===== config.mk =====
export PLATFORM = sky130hd
export DESIGN_NAME = motion_threshold_gate_top
export DESIGN_NICKNAME = d
export VERILOG_FILES = /design/src/rtl/mtg_pkg.sv /design/src/rtl/mtg_ctrl.sv /design/src/rtl/mtg_dp.sv /design/src/rtl/motion_threshold_gate_top.sv
export SDC_FILE = /design/constraint.sdc
export NUM_CORES = 2
export LEC_CHECK = 0
export BUFFER_PORTS_ARGS = -buffer_cell sky130_fd_sc_hd__buf_2
export CORE_MARGIN = 2
export CORE_UTILIZATION = 62
export DETAILED_ROUTE_END_ITERATION = 16
export HOLD_SLACK_MARGIN = 0.1
export PLACE_DENSITY_LB_ADDON = 0.3
export SLEW_MARGIN = 30
export SYNTH_ARGS = -nofsm -noshare
export SYNTH_HDL_FRONTEND = slang
export SYNTH_SLANG_ARGS = --single-unit

===== constraint.sdc =====
create_clock -name clk -period 18.8 [get_ports clk]
set_input_delay 5.64 -clock clk [delete_from_list [all_inputs] [get_ports clk]]
set_output_delay 5.64 -clock clk [all_outputs]
set_load 0.02 [all_outputs]

===== src/rtl/mtg_pkg.sv =====
// Shared types and constants for the motion threshold gate.
package mtg_pkg;

  // Event kinds; codes above wake are handled as other events
  localparam logic [2:0] OP_MOTION = 3'd0;
  localparam logic [2:0] OP_BUTTON = 3'd1;
  localparam logic [2:0] OP_SCROLL = 3'd2;
  localparam logic [2:0] OP_OTHER  = 3'd3;
  localparam logic [2:0] OP_WAKE   = 3'd4;

  // Configuration register indexes
  localparam logic [2:0] REG_THRESHOLD = 3'd0;
  localparam logic [2:0] REG_WINDOW    = 3'd1;
  localparam logic [2:0] REG_WAKE_SUP  = 3'd2;
  localparam logic [2:0] REG_BLK_BTN   = 3'd3;
  localparam logic [2:0] REG_BLK_SCR   = 3'd4;

  // Restoring divider: one quotient bit per step over a 33-bit dividend
  localparam int DIV_STEPS = 33;
  localparam int CNT_W     = $clog2(DIV_STEPS);

  typedef enum logic [3:0] {
    ST_IDLE = 4'b0001,
    ST_MUL  = 4'b0010,
    ST_DIV  = 4'b0100,
    ST_UPD  = 4'b1000
  } state_t;

  // Controller to datapath
  typedef struct packed {
    logic load_in;
    logic mul;
    logic div_step;
    logic commit;
  } cmd_t;

  // Datapath to controller
  typedef struct packed {
    logic decay_en;
    logic div_done;
    logic out_free;
  } sts_t;

endpackage


===== src/rtl/mtg_ctrl.sv =====
// Sequencer for the motion threshold gate: accept, multiply, divide (only when decay applies), update.
module mtg_ctrl (
  input  logic          clk,
  input  logic          rst,
  input  logic          in_valid,
  output logic          in_stall,
  input  mtg_pkg::sts_t sts,
  output mtg_pkg::cmd_t cmd
);
  import mtg_pkg::*;

  state_t state, state_next;

  // State register
  always_ff @(posedge clk) begin
    if (rst) begin
      state <= ST_IDLE;
    end else begin
      state <= state_next;
    end
  end

  // Next state and commands
  always_comb begin
    state_next   = state;
    cmd.load_in  = 1'b0;
    cmd.mul      = 1'b0;
    cmd.div_step = 1'b0;
    cmd.commit   = 1'b0;
    case (state)
      ST_IDLE: begin
        if (in_valid) begin
          cmd.load_in = 1'b1;
          state_next  = ST_MUL;
        end
      end
      ST_MUL: begin
        cmd.mul    = 1'b1;
        state_next = sts.decay_en ? ST_DIV : ST_UPD;
      end
      ST_DIV: begin
        cmd.div_step = 1'b1;
        if (sts.div_done) state_next = ST_UPD;
      end
      ST_UPD: begin
        // wait for the output register to free up
        if (sts.out_free) begin
          cmd.commit = 1'b1;
          state_next = ST_IDLE;
        end
      end
      default: state_next = ST_IDLE;
    endcase
  end

  assign in_stall = (state != ST_IDLE);

endmodule


===== src/rtl/mtg_dp.sv =====
// Datapath for the motion threshold gate: registers, decay divider, gate logic.
module mtg_dp (
  input  logic               clk,
  input  logic               rst,
  input  logic               cfg_we,
  input  logic [2:0]         cfg_index,
  input  logic [15:0]        cfg_data,
  input  logic [2:0]         opcode,
  input  logic               end_of_frame,
  input  logic signed [15:0] event_value,
  input  logic [31:0]        now_ms,
  output logic               out_valid,
  input  logic               out_stall,
  output logic               pass_event,
  output logic               is_blocked,
  input  mtg_pkg::cmd_t      cmd,
  output mtg_pkg::sts_t      sts
);
  import mtg_pkg::*;

  // Configuration
  logic [15:0] thr, win, wsup;
  logic        blk_btn, blk_scr;

  // Latched transaction
  logic [2:0]  op_q;
  logic        sync_q;
  logic [15:0] val_q;
  logic [31:0] now_q;

  // Gate state
  logic [16:0] credit;
  logic        blocked, skip;
  logic [31:0] last;
  logic [32:0] rec_end;
  logic        armed;

  // Divider
  logic [32:0]      quo;
  logic [15:0]      rem;
  logic [CNT_W-1:0] cnt;

  // Next state from the update logic
  logic [16:0] credit_next;
  logic        blocked_next, skip_next, armed_next, pass_next;
  logic [31:0] last_next;
  logic [32:0] rec_end_next;

  logic [31:0] dt;
  logic [16:0] lim, dtc;
  logic [32:0] prod;
  logic [16:0] trial, diff;
  logic        ge;

  // Configuration writes
  always_ff @(posedge clk) begin
    if (rst) begin
      thr     <= 16'd50;
      win     <= 16'd100;
      wsup    <= 16'd0;
      blk_btn <= 1'b0;
      blk_scr <= 1'b0;
    end else if (cfg_we) begin
      case (cfg_index)
        REG_THRESHOLD: thr     <= cfg_data;
        REG_WINDOW:    win     <= cfg_data;
        REG_WAKE_SUP:  wsup    <= cfg_data;
        REG_BLK_BTN:   blk_btn <= cfg_data[0];
        REG_BLK_SCR:   blk_scr <= cfg_data[0];
        default: ;
      endcase
    end
  end

  // Input capture
  always_ff @(posedge clk) begin
    if (cmd.load_in) begin
      op_q   <= opcode;
      sync_q <= end_of_frame;
      val_q  <= event_value;
      now_q  <= now_ms;
    end
  end

  // Elapsed time, clamped to twice the window, times threshold
  assign sts.decay_en = (now_q > last) && (win != 16'd0) && (op_q != OP_WAKE);
  assign dt   = now_q - last;
  assign lim  = {win, 1'b0};
  assign dtc  = (dt > {15'd0, lim}) ? lim : dt[16:0];
  assign prod = {16'd0, dtc} * {17'd0, thr};

  // Restoring division step
  assign trial = {rem, quo[32]};
  assign ge    = (trial >= {1'b0, win});
  assign diff  = trial - {1'b0, win};
  assign sts.div_done = (cnt == CNT_W'(DIV_STEPS - 1));

  always_ff @(posedge clk) begin
    if (cmd.mul) begin
      quo <= prod;
      rem <= 16'd0;
      cnt <= '0;
    end else if (cmd.div_step) begin
      quo <= {quo[31:0], ge};
      rem <= ge ? diff[15:0] : trial[15:0];
      cnt <= cnt + 1'b1;
    end
  end

  // Gate update for one event; quo holds the decay amount when decay_en
  always_comb begin
    logic [16:0] cr;
    logic [15:0] mag;
    logic [16:0] cap;
    logic [17:0] sum;
    cr           = credit;
    blocked_next = blocked;
    skip_next    = skip;
    armed_next   = armed;
    rec_end_next = rec_end;
    last_next    = last;
    pass_next    = 1'b0;
    mag          = val_q[15] ? (16'd0 - val_q) : val_q;
    cap          = {thr, 1'b0};
    sum          = 18'd0;
    if (op_q == OP_WAKE) begin
      if (wsup != 16'd0) begin
        rec_end_next = {1'b0, now_q} + {17'd0, wsup};
        armed_next   = 1'b1;
        cr           = 17'd0;
        blocked_next = 1'b1;
        skip_next    = 1'b0;
      end
    end else begin
      if (sts.decay_en) begin
        cr = (quo >= {16'd0, credit}) ? 17'd0 : (credit - quo[16:0]);
      end
      last_next = now_q;
      if (armed && ({1'b0, now_q} < rec_end) && !sync_q && (op_q == OP_MOTION)) begin
        // motion inside the wake window
        cr           = 17'd0;
        blocked_next = 1'b1;
        skip_next    = 1'b0;
      end else begin
        if ((cr == 17'd0) && !blocked_next) begin
          blocked_next = 1'b1;
          skip_next    = 1'b0;
        end
        if (sync_q) begin
          pass_next = !(blocked_next || skip_next);
          skip_next = 1'b0;
        end else if (op_q != OP_MOTION) begin
          // other codes above wake fall through as other events
          if (!blocked_next)                         pass_next = 1'b1;
          else if ((op_q == OP_BUTTON) && blk_btn)   pass_next = 1'b0;
          else if ((op_q == OP_SCROLL) && blk_scr)   pass_next = 1'b0;
          else                                       pass_next = 1'b1;
        end else begin
          sum = {1'b0, cr} + {2'd0, mag};
          cr  = (sum > {1'b0, cap}) ? cap : sum[16:0];
          if (!blocked_next && !skip_next) begin
            pass_next = 1'b1;
          end else if (cr >= {1'b0, thr}) begin
            blocked_next = 1'b0;
            skip_next    = 1'b1;
          end
        end
      end
    end
    credit_next = cr;
  end

  // Gate state
  always_ff @(posedge clk) begin
    if (rst) begin
      credit  <= 17'd0;
      blocked <= 1'b1;
      skip    <= 1'b0;
      last    <= 32'd0;
      rec_end <= 33'd0;
      armed   <= 1'b0;
    end else if (cmd.commit) begin
      credit  <= credit_next;
      blocked <= blocked_next;
      skip    <= skip_next;
      last    <= last_next;
      rec_end <= rec_end_next;
      armed   <= armed_next;
    end
  end

  // Output register
  assign sts.out_free = !out_valid || !out_stall;

  always_ff @(posedge clk) begin
    if (rst) begin
      out_valid <= 1'b0;
    end else if (cmd.commit) begin
      out_valid <= 1'b1;
    end else if (!out_stall) begin
      out_valid <= 1'b0;
    end
  end

  always_ff @(posedge clk) begin
    if (cmd.commit) begin
      pass_event <= pass_next;
      is_blocked <= blocked_next;
    end
  end

endmodule


===== src/rtl/motion_threshold_gate_top.sv =====
// Top level of the motion threshold gate.
//
// Gates pointer events against a leaky motion credit: the block stays blocked
// until accumulated X/Y motion reaches the threshold, drops the rest of that
// frame, and blocks again once the credit drains. Each event gives one
// result. The inputs are captured at the accepting edge. An event that needs
// decay passes through a multiply step for elapsed time times threshold, the
// bit-serial restoring divider that forms the decay quotient, and an update
// step that writes the output register. Events without decay (no elapsed
// time, zero window, or wake) skip the divider and go from the multiply step
// to the update. A new transaction is accepted the cycle after the update, so
// one event occupies the block until its update, which waits while a stalled
// result holds the output register. The previous result may still be held in
// the output register when the next transaction is accepted. Configuration
// is written on cfg_we; the user must write it only while the block is idle,
// as the block itself does not enforce this.
module motion_threshold_gate_top (
  input  logic               clk,
  input  logic               rst,
  input  logic               cfg_we,
  input  logic [2:0]         cfg_index,
  input  logic [15:0]        cfg_data,
  input  logic               in_valid,
  output logic               in_stall,
  input  logic [2:0]         opcode,
  input  logic               end_of_frame,
  input  logic signed [15:0] event_value,
  input  logic [31:0]        now_ms,
  output logic               out_valid,
  input  logic               out_stall,
  output logic               pass_event,
  output logic               is_blocked
);
  import mtg_pkg::*;

  cmd_t cmd;
  sts_t sts;

  mtg_ctrl u_ctrl (
    .clk      (clk),
    .rst      (rst),
    .in_valid (in_valid),
    .in_stall (in_stall),
    .sts      (sts),
    .cmd      (cmd)
  );

  mtg_dp u_dp (
    .clk          (clk),
    .rst          (rst),
    .cfg_we       (cfg_we),
    .cfg_index    (cfg_index),
    .cfg_data     (cfg_data),
    .opcode       (opcode),
    .end_of_frame (end_of_frame),
    .event_value  (event_value),
    .now_ms       (now_ms),
    .out_valid    (out_valid),
    .out_stall    (out_stall),
    .pass_event   (pass_event),
    .is_blocked   (is_blocked),
    .cmd          (cmd),
    .sts          (sts)
  );

  // One transaction in flight: stall goes up right after an accept
  a_busy_after_accept: assert property (@(posedge clk) disable iff (rst)
    (in_valid && !in_stall) |=> in_stall)
    else $error("input accepted while previous transaction still in flight");

  // A result is only written into a free output register
  a_commit_free: assert property (@(posedge clk) disable iff (rst)
    cmd.commit |-> sts.out_free)
    else $error("result committed over a pending output");

  // A new result appears only after the block was busy with a transaction
  a_result_after_work: assert property (@(posedge clk) disable iff (rst)
    $rose(out_valid) |-> $past(in_stall))
    else $error("result produced without a transaction in flight");

  // Commands are mutually exclusive
  a_cmd_onehot: assert property (@(posedge clk) disable iff (rst)
    $onehot0({cmd.load_in, cmd.mul, cmd.div_step, cmd.commit}))
    else $error("conflicting datapath commands");

endmodule

Word level (Yosys, flattened, before mapping)
Cells that the tools add are included.
{"block": "totals", "regBits": 249, "wordCells": 145, "in_bits": 76, "out_inout_bits": 4}
{"block": "classes", "order_cmp": 7, "n_reduce_logical": 35, "mul": 1, "eq_ne": 19, "addsub": 7, "n_bitwise": 1, "muxes": 53}
{"op": "$mux 17", "n": 10}
{"op": "$mux 33", "n": 2}
{"op": "$ge 17x16->1", "n": 2}
{"op": "$mux 1", "n": 34}
{"op": "$add 32x16->33", "n": 1}
{"op": "$ge 33x17->1", "n": 1}
{"op": "$lt 32x33->1", "n": 1}
{"op": "$mul 17x16->33", "n": 1}
{"op": "$gt 32x17->1", "n": 1}
{"op": "$gt 32x32->1", "n": 1}
{"op": "$mux 16", "n": 2}
{"op": "$reduce_bool 16->1", "n": 2}
{"op": "$sub 32x32->32", "n": 1}
{"op": "$add 17x16->18", "n": 1}
{"op": "$gt 18x17->1", "n": 1}
{"op": "$logic_not 17->1", "n": 1}
{"op": "$sub 17x17->17", "n": 1}
{"op": "$mux 4", "n": 4}
{"op": "$pmux 4 s4", "n": 1}
{"op": "$sub 1x16->16 const A", "n": 1}
{"op": "$sub 16x16->16", "n": 1}
{"op": "$reduce_and 2->1", "n": 7}
{"op": "$eq 3x2->1 const B", "n": 3}
{"op": "$logic_and 1x1->1", "n": 9}
{"op": "other kinds (20)", "n": 34}

Longest topological paths before layout
{"block": "logic_depth", "depth_word": 17, "depth_mapped": 50, "mapped_depth_nobuf": 45}

Cells and area by module
From an unflattened synthesis, not the netlist that was laid out.
{"block": "hier_totals", "cells_unflattened": 3134, "hier_area_um2": 26412.8}
{"mod": "mtg_dp", "area_each_um2": 26142.6, "cells_each": 3108, "n_inst": 1}
{"mod": "mtg_ctrl", "area_each_um2": 270.3, "cells_each": 26, "n_inst": 1}

Worst setup path after synthesis
OpenSTA, ideal clock, no wires.
{"block": "synth_path", "path_kind": "flip-flop to flip-flop", "startpoint": "reg u_dp.now_q[1]", "endpoint": "reg u_dp.quo[32] (data pin)", "t_arrival_ns": 10.161, "path_buffers": 4, "required_time_ns": 18.544, "path_stages_with_launch": 45, "period_less_slack_ns": 10.416, "slack_ns": 8.384, "path_cell_list": "edfxtp_1 > ha_1 > nor2b_1 > o31ai_2 > a21oi_1 > o21a_1 > a31o_2 > a21o_1 > a21oi_1 > xnor2_1 > clkbuf_1 > ha_1 > a21oi_1 > nor2b_1 > o21ai_0 > a31o_2 > o2111ai_1 > nor4_1 > [9 not listed] > fa_1 > inv_1 > fa_1 > fa_1 > inv_1 > fa_1 > inv_1 > ha_1 > a21o_1 > a21o_1 > a21o_1 > a21oi_1 > o21ai_0 > a31oi_1 > a21boi_0 > o211ai_1 > nand3_1 > a31o_2"}
{"block": "synth_via", "elab_chain_len": 5}
{"item": "start, declared", "line": "mtg_dp.sv:29", "source": "logic [31:0] now_q;"}
{"item": "start signal, assigned", "line": "mtg_dp.sv:81", "source": "now_q <= now_ms;"}
{"item": "$sub 32x32->32 (*)", "line": "mtg_dp.sv:87", "source": "assign dt = now_q - last;"}
{"item": "$gt 32x17->1", "line": "mtg_dp.sv:89", "source": "assign dtc = (dt > {15'd0, lim}) ? lim : dt[16:0];"}
{"item": "$mux 17 (*)", "line": "mtg_dp.sv:89"}
{"item": "$mul 17x16->33 (*)", "line": "mtg_dp.sv:90", "source": "assign prod = {16'd0, dtc} * {17'd0, thr};"}
{"item": "$mux 33 (*)", "line": "mtg_dp.sv:99", "source": "if (cmd.mul) begin"}
{"item": "end signal, assigned", "line": "mtg_dp.sv:100", "source": "quo <= prod;"}
{"item": "end signal, assigned", "line": "mtg_dp.sv:104", "source": "quo <= {quo[31:0], ge};"}
{"item": "end, declared", "line": "mtg_dp.sv:39", "source": "logic [32:0] quo;"}
Every way passes the cells marked *; elsewhere a longest branch is shown, timed or not.
A chain may end at the register's enable or synchronous reset.

Worst setup path in the final report
{"block": "layout_path", "startpoint": "reg u_dp.now_q[0]", "endpoint": "reg u_dp.quo[32] (data pin)"}
Same word-level chain as after synthesis.

==> reports/metrics.cfg <==
[run_status]
status=completed

[cts]
cts_tree=yes
cts_root_buf=clkbuf_16
post_cts_resized=0
cts_max_path_buffers=3
insertion_delay_ns=0.61
cts_sinks=249
htree_levels=1
cts_buffers=29
hold_buffers=0
post-cts-setup-buffer-count=0
clk_pin_slew_ns=0.06

[pwr]
power_frac_comb=0.253
power.leakage_nw=13.8
p_per_area_nw_per_um2=48.8
p_clk_frac=0.369
netSwitchingFraction=0.330
seq_power_share=0.378
p_int_mw=1.05
p_switching_mw=0.518
ir_drop_uv=78.8

[placement]
portBuffers=79
gp_congestion=0.944
hpwl_mm=62.4
placed_cell_area_um2=31200

[worst_setup_path]
critPathMaxStageDelay_ns=0.57
path_common_cell=fa_1
r2r_cells=43
cp-end-kind=flip-flop
cp.required_ns=19.16
cp_max_fo=81
start_kind=flip-flop
critPathSlowestCell=or4_4
path_class=reg2reg
crit_arrival_ns=12.31

[cells_and_area]
syn_to_final_growth_pct=5.76
stdcell_area_um2=32200
layout-drive-gt1-share=0.0585
layout_common_cells=nand2_1, inv_1, ha_1
layout.nets=4326
mostFrequentLayoutCell=nand2_1
fillers=4120

[drt]
dr.pass1.iters=6
drt_iter0_drc=2400
routedWlPerCell_um=18.9
drtAntennaViolNets=0
num_vias=26557
via_per_inst=6.00
post-route-drc-count=0
drt-total-wl_mm=83.5

[global_routing]
grt_use_total=0.333
antenna_found_initial=0
grt.overflow.total=0
grt_max_degree=82
grt_pass1_vias=25486
grt_pass1_wl_mm=135

[sta]
drv_slew=0
finalSetupViolCount=0
layout_min_cycle_time_ns=11.95
max_freq_mhz=83.7
finalHoldViolations=0
tightest_slew_ns=1.06
setup-tns-final_ns=0
slew_headroom=0.291
finClkSkew_ns=0.0175
rsz0062_at_grt=no
fin_crit_sh=0.636

[floorplan]
start_util=0.624
fp.dieH_um=226
row_count=81
core_um2=48700
die_area_um2=50900
io_pins=80
die_w_um=226

[synth]
synth_seq_area_share=0.192
ys_ff_latch=249
syn_inst=3781
synth_flop_cell=dfxtp_1
syn_area_per_cell_um2=8.05
synth_area_um2=30400
ys_warn_count=0
ys_types=81
ys_async_sr_fraction=0
synth-edff-count=87
syn_nets=4370

[job]
maxCapViolCount=0

[hold_path]
min_path_type=reg2reg
holdPathStages=2

-- sequential cells by signal, summed over array words and instances, names as in the netlist, 3 cells and up --
name and count:
u_dp.op_q 3, u_dp.rec_end 33, u_dp.wsup 16, u_dp.credit 17, u_dp.last 32, u_dp.win 16, u_dp.cnt 6, u_dp.rem 16
u_dp.thr 16, u_dp.now_q 32, u_ctrl.state 4, u_dp.quo 33, u_dp.val_q 16
-- routing by layer --
| metal | part of all wire | GRT usage |
|---|---|---|
| met2 | 0.45 | 0.539 |
| met4 | 0.050 | 0.149 |
| met3 | 0.088 | 0.0461 |
| met1 | 0.41 | 0.444 |
| met5 | 0 | 0 |
-- power by group through the flow --
| stage | Sequential [mW] | Clock [mW] | Combinational, mW |
|---|---|---|---|
| 2_1_floorplan | 0.594 | 0 | 0.280 |
| 3_3_place_gp | 0.604 | 0 | 0.378 |
| 3_5_place_dp | 0.604 | 0 | 0.387 |
| 4_1_cts | 0.593 | 0.586 | 0.389 |
| 5_1_grt | 0.595 | 0.607 | 0.441 |
| 6_report | 0.594 | 0.579 | 0.397 |
-- cells in the mapped netlist, drive strengths merged (22+ instances only) --
cell type  number  area (um^2)
nor2          159          597
nand2         826         3100
a21o           46          345
nor2b          22          138
xnor2          71          622
o21a           24          180
buf            36          279
o211ai         25          188
dfxtp         162         3240
mux2          164         1850
inv           438         1640
o21ai         135          676
edfxtp         87         2610
nand4          33          206
o31ai          26          214
xor2           52          455
nand2b         46          288
ha            300         3750
a211oi         27          208
clkbuf        181          679
fa            213         4260
mux2i         139         1390
nor4           26          178
nand3          54          270
a21oi         213         1070
nor3           60          300
-- stage by stage --
step | utilization | cells | total power, mW | setup WS (ns) | hold slack, ns
floorplan | - | 3781 | 0.875 | 8.38 | 0.432
global placement | 0.640 | 4369 | 0.982 | 6.73 | 0.438
detailed placement | 0.641 | 4370 | 0.991 | 7.00 | 0.445
CTS | 0.660 | 4424 | 1.57 | 6.97 | 0.452
global route | 0.660 | 4424 | 1.64 | 6.07 | 0.472
finish | 0.660 | 4425 | 1.57 | 6.85 | 0.450
-- cells by family after synthesis --
kind of cell,count (synthesis),share of synthesized area
adders and majority gates,513,0.263
buffers and inverters,655,0.0855
DFF,249,0.192
and+or+nand+nor,1317,0.188
AOI/OAI and AO/OA,621,0.129
muxes,303,0.106
xor gates and xnor gates,123,0.0354
-- cell type report --
type                            instances  area [um^2]  share of cell area
Timing Repair Buffer                  142          891              0.0277
Antenna cell                            1         2.50           0.0000777
Sequential cell                       249         5860               0.182
Multi-Input combinational cell       2877        22000               0.684
Inverter                              438         1650              0.0512
Clock inverter                         11          136             0.00424
Clock buffer                           43          820              0.0255
Tap cell                              664          831              0.0258
-- critical path, delay by kind of cell (launching register included) --
kind,cells,cell delay [ns]
xor+xnor,1,0.13
simple gates,9,1.95
fa+ha+maj,10,4.36
flops,1,0.41
mux,1,0.44
compound gates,15,3.15
buf+inv,7,1.21
-- path summary, 6_finish.rpt --
| kind | start | endpoint | slack [ns] |
|---|---|---|---|
| hold reg to reg | u_dp.rec_end[16] | u_dp.rec_end[16] | 0.45 |
| hold / removal | u_dp.rec_end[16] | u_dp.rec_end[16] | 0.45 |
| setup reg to reg | u_dp.now_q[0] | u_dp.quo[32] | 6.85 |
| setup / recovery | u_dp.now_q[0] | u_dp.quo[32] | 6.85 |
Power figures use the tool's default switching activity.
